[config.mk]
export PLATFORM = sky130hd
export DESIGN_NAME = gnnf_ram
export DESIGN_NICKNAME = d
export VERILOG_FILES = /design/src/rtl/gnnf_ram.sv
export SDC_FILE = /design/constraint.sdc
export NUM_CORES = 2
export LEC_CHECK = 0
export BUFFER_PORTS_ARGS = -buffer_cell sky130_fd_sc_hd__buf_4
export CAP_MARGIN = 20
export CORE_ASPECT_RATIO = 1.75
export CORE_MARGIN = 3
export CORE_UTILIZATION = 50
export CTS_BUF_LIST = sky130_fd_sc_hd__clkbuf_8
export DETAILED_ROUTE_END_ITERATION = 7
export GPL_TIMING_DRIVEN = 1
export HOLD_SLACK_MARGIN = 0.06
export PLACE_DENSITY_LB_ADDON = 0.12
export SLEW_MARGIN = 5
export SYNTH_ARGS = -nofsm -noshare
export SYNTH_HDL_FRONTEND = slang
export SYNTH_SLANG_ARGS = --single-unit
[constraint.sdc]
create_clock -name clk -period 7.9 [get_ports clk]
set_input_delay 1.58 -clock clk [delete_from_list [all_inputs] [get_ports clk]]
set_output_delay 1.58 -clock clk [all_outputs]
set_load 0.02 [all_outputs]
[src/rtl/gnnf_ram.sv]
// Generic simple dual-port RAM: one write port, one read port, registered read data.
// No dependencies.
module gnnf_ram #(
    parameter int WIDTH = 32,
    parameter int DEPTH = 64
) (
    input  logic                                        clk,
    input  logic                                        we,
    input  logic [((DEPTH > 1) ? $clog2(DEPTH) : 1)-1:0] waddr,
    input  logic [WIDTH-1:0]                            wdata,
    input  logic                                        re,
    input  logic [((DEPTH > 1) ? $clog2(DEPTH) : 1)-1:0] raddr,
    output logic [WIDTH-1:0]                            rdata
);

    logic [WIDTH-1:0] mem [DEPTH];

    // Write and registered read
    always_ff @(posedge clk)
    begin
        if (we)
        begin
            mem[waddr] <= wdata;
        end
        if (re)
        begin
            rdata <= mem[raddr];
        end
    end

endmodule

==> flow_metrics.env <==
export IMPL_p_leak_nw=27.31
export IMPL_vias=37560
export IMPL_overflow=0
export IMPL_maxCapViolCount=0
export IMPL_die_area_um2=162700
export IMPL_seq_area_frac_synth_pct=79.23
export IMPL_grt_max_degree=138
export IMPL_clock_latency_ns=0.89
export IMPL_syn_area_um2=78840
export IMPL_slew_limit_headroom_pct=20.65
export IMPL_critPathSlowestCell="a21oi_1"
export IMPL_rsz0062_at_grt="false"
export IMPL_synth_cell_types=33
export IMPL_crit_chain="buf_8, buf_12, mux4_2, mux2i_1, a21oi_1, a21oi_1, nor2_1"
export IMPL_report_final_slew_viol_count=0
export IMPL_finalSetupViolCount=0
export IMPL_cp_end_kind="register"
export IMPL_min_path_type="reg2reg"
export IMPL_worstReg2RegStart="mem[47][22]$_DFFE_PP_"
export IMPL_cts_tree="yes"
export IMPL_syn_nets=3371
export IMPL_syn_area_per_cell_um2=23.72
export IMPL_grt_pass1_wl_um=301500
export IMPL_port_buffers=78
export IMPL_setup_tns_ns=0
export IMPL_drt_total_wl_um=214700
export IMPL_drtIter0Drc=3943
export IMPL_synthXorXnorAreaFrac_pct=0
export IMPL_coreArea_um2=156600
export IMPL_syn_inst=3324
export IMPL_post_cts_buffers=0
export IMPL_viasPerCell=6.415
export IMPL_power_density_nw_per_um2=241.9
export IMPL_ff2ff_setup_slack_ns=5.33
export IMPL_yosys_area_share_adder_pct=0
export IMPL_setup_slack_ns=3.799
export IMPL_die_w_um=306.2
export IMPL_reg2reg_depth=5
export IMPL_worstSetupStartpointType="input port"
export IMPL_dr_pass1_iters=6
export IMPL_syn_to_final_growth_pct=11.21
export IMPL_io_pin_count=79
export IMPL_cp_depth=7
export IMPL_min_period_over_period_pct=51.91
export IMPL_antenna_found_initial=8
export IMPL_wl_per_cell_um=36.67
export IMPL_hold_viol=0
export IMPL_drive_gt1_share_pct=29.99
export IMPL_numCtsBuffers=295
export IMPL_cpPeakStageDelay_ns=0.52
export IMPL_antenna_left=0
export IMPL_synth_compound_area_share_pct=1.666
export IMPL_path_max_fanout=101
export IMPL_worstMarginPinSlew_ns=1.190
export IMPL_crit_path_end="rdata[22]$_DFFE_PP_"
export IMPL_cts_root_buf="clkbuf_8"
export IMPL_cp_common_cell="a21oi_1"
export IMPL_cts_resized_gates=0
export IMPL_crit_family="buffers and inverters"
export IMPL_layout_nets=3654
export IMPL_hold_buffers=0
export IMPL_r2r_end="rdata[22]$_DFFE_PP_"
export IMPL_preCtsSetupSlack_ns=2.959
export IMPL_required_ns=8.49
export IMPL_criticalPathCategory="in2reg"
export IMPL_place_gp_congestion=0.8266
export IMPL_grt_pass1_vias=39200
export IMPL_fin_skew_ns=0.04796
export IMPL_path_clk_slew_ns=0.07
export IMPL_outcome="finished, final reports clean"
export IMPL_start_util_pct=50.33
export IMPL_cts_buffer_depth=4
export IMPL_synth_top_family_by_area="multiplexers"
export IMPL_fmaxAchievable_ghz=0.2438
export IMPL_worst_path_buf_inv=2
export IMPL_grt_use_total_pct=26.75
export IMPL_synth_mux_area_fraction_pct=16.72
export IMPL_dieHeight_um=531.3
export IMPL_critPathArrivalTime_ns=4.69
export IMPL_place_hpwl_um=120300
export IMPL_worstSetupStartpoint="raddr[1]"
export IMPL_synth_seq_cells=2080
export IMPL_rows=192
export IMPL_cts_max_level=5
export IMPL_period_minus_slack_ns=4.101
export IMPL_ys_warn_count=0
export IMPL_peakVddDrop_mv=0.1338
export IMPL_drc=0
export IMPL_synthSimpleGateAreaFrac_pct=1.260
export IMPL_cts_sinks=2080
-- stage by stage --
step | cells | hold WS [ns] | util [%] | power (mW) | instance area (um^2)
after global routing | 5849 | 0.9674 | 55.96 | 21.89 | 87660
after floorplan | 3324 | 0.7502 | - | 13.11 | 78840
after CTS | 5848 | 0.9264 | 55.96 | 21.39 | 87660
final | 5854 | 0.9215 | 55.97 | 21.20 | 87670
after detailed placement | 5347 | 0.9100 | 52.63 | 13.68 | 82430
after global placement | 5347 | 0.9540 | 52.63 | 13.65 | 82430
-- synthesized netlist by cell type --
cell | count | area, um^2
a21oi_1 | 62 | 310.3
a22oi_1 | 12 | 90.09
a311oi_1 | 8 | 70.07
a31oi_1 | 1 | 6.260
a41o_1 | 4 | 40.04
and2_1 | 2 | 12.51
and3_1 | 4 | 25.02
buf_1 | 21 | 78.83
buf_2 | 57 | 285.3
buf_4 | 25 | 187.7
buf_6 | 5 | 56.30
clkbuf_1 | 74 | 277.8
edfxtp_1 | 2080 | 62460
mux2i_1 | 93 | 930.9
mux4_2 | 544 | 12250
nand2_1 | 26 | 97.59
nand2b_1 | 8 | 50.05
nand3_1 | 5 | 25.02
nand3b_1 | 5 | 37.54
nand4_1 | 2 | 12.51
nand4b_1 | 1 | 8.760
nor2_1 | 137 | 514.2
nor2b_1 | 15 | 93.84
nor3_1 | 7 | 35.03
o221ai_1 | 27 | 236.5
o22ai_1 | 84 | 525.5
o32ai_1 | 4 | 35.03
or2_0 | 1 | 6.260
or2_1 | 1 | 6.260
or2_2 | 1 | 6.260
or3_1 | 3 | 18.77
or3b_1 | 2 | 17.52
or3b_2 | 3 | 26.28
-- power by group --
| group | switching, mW | leakage, nW | total [mW] | internal [mW] |
|---|---|---|---|---|
| Clock | 3.95 | 2.99 | 7.78 | 3.82 |
| Sequential | 0.0446 | 18.7 | 12.3 | 12.2 |
| Combinational | 0.737 | 5.59 | 1.14 | 0.405 |
-- layout by cell type, fill, tap and decap left out, types with 2 or more instances in the layout --
cell        netlist  final
nand2b_1          8      7
nor2_1          137     74
buf_8             0      3
a311oi_1          8      8
buf_12            0     13
o32ai_1           4      4
nand3_1           5      5
and3_1            4      4
or3b_2            3      3
nand4_1           2      2
mux4_2          544    544
nand2_1          26     26
clkinv_2          0     37
clkinv_1          0     57
and2_1            2      2
edfxtp_1       2080   2080
a21oi_1          62     62
nor3_1            7      5
nand3b_1          5      5
a41o_1            4      4
a22oi_1          12     12
inv_6             0      5
mux2i_1          93     93
or2_1             1      2
nor3_2            0      2
o221ai_1         27     27
or3b_1            2      2
clkinvlp_4        0      9
bufinv_16         0      9
buf_4            25    152
o22ai_1          84     84
or3_1             3      3
clkbuf_8          0    299
diode_2           0      6
inv_1             0     84
nor2_4            0     62
nor2b_1          15     14
-- worst reg2reg max path, stage by stage (launching register included) --
cell and delay (ns):
edfxtp_1 0.37, mux4_2 0.47, mux2i_1 0.39, a21oi_1 0.34, a21oi_1 0.52, nor2_1 0.19
-- how the worst min path moves through the flow --
stage | from | end | slack [ns] | cells past startpoint
6_report | mem[12][8]$_DFFE_PP_ | rdata[8]$_DFFE_PP_ | 0.92 | 4
5_1_grt | mem[29][8]$_DFFE_PP_ | rdata[8]$_DFFE_PP_ | 0.97 | 4
4_1_cts | mem[12][8]$_DFFE_PP_ | rdata[8]$_DFFE_PP_ | 0.93 | 4
3_5_place_dp | mem[12][8]$_DFFE_PP_ | rdata[8]$_DFFE_PP_ | 0.91 | 4
3_3_place_gp | mem[12][20]$_DFFE_PP_ | rdata[20]$_DFFE_PP_ | 0.95 | 4
2_1_floorplan | mem[12][17]$_DFFE_PP_ | rdata[17]$_DFFE_PP_ | 0.75 | 4
-- layout make-up --
| type | instances | area, um^2 |
|---|---|---|
| Sequential cell | 2080 | 62460 |
| Multi-Input combinational cell | 1062 | 15970 |
| Timing Repair Buffer | 168 | 1446 |
| Clock buffer | 299 | 4115 |
| Antenna cell | 6 | 15.01 |
| Clock inverter | 202 | 1112 |
| Fill cell | 11540 | 68960 |
| Tap cell | 2037 | 2549 |
-- cell families after synthesis --
family / after synthesis
muxes: 637
AOI/OAI and AO/OA: 202
and+or+nand+nor: 223
DFF: 2080
buffers and inverters: 182
-- flip-flops by register name (all words and copies together) (netlist names) --
name   flops
rdata     32
mem     2048
-- layer usage --
layer / global-route usage [%] / part of all wire [%] / up-vias
met4: 9.893 / 3.8 / 4
met3: 4.285 / 6.9 / 393
met5: 0 / 0.014 / -
met2: 47.74 / 54 / 1710
met1: 33.18 / 36 / 20570
li1: - / - / 14880
(Power assumes the default switching activity.)
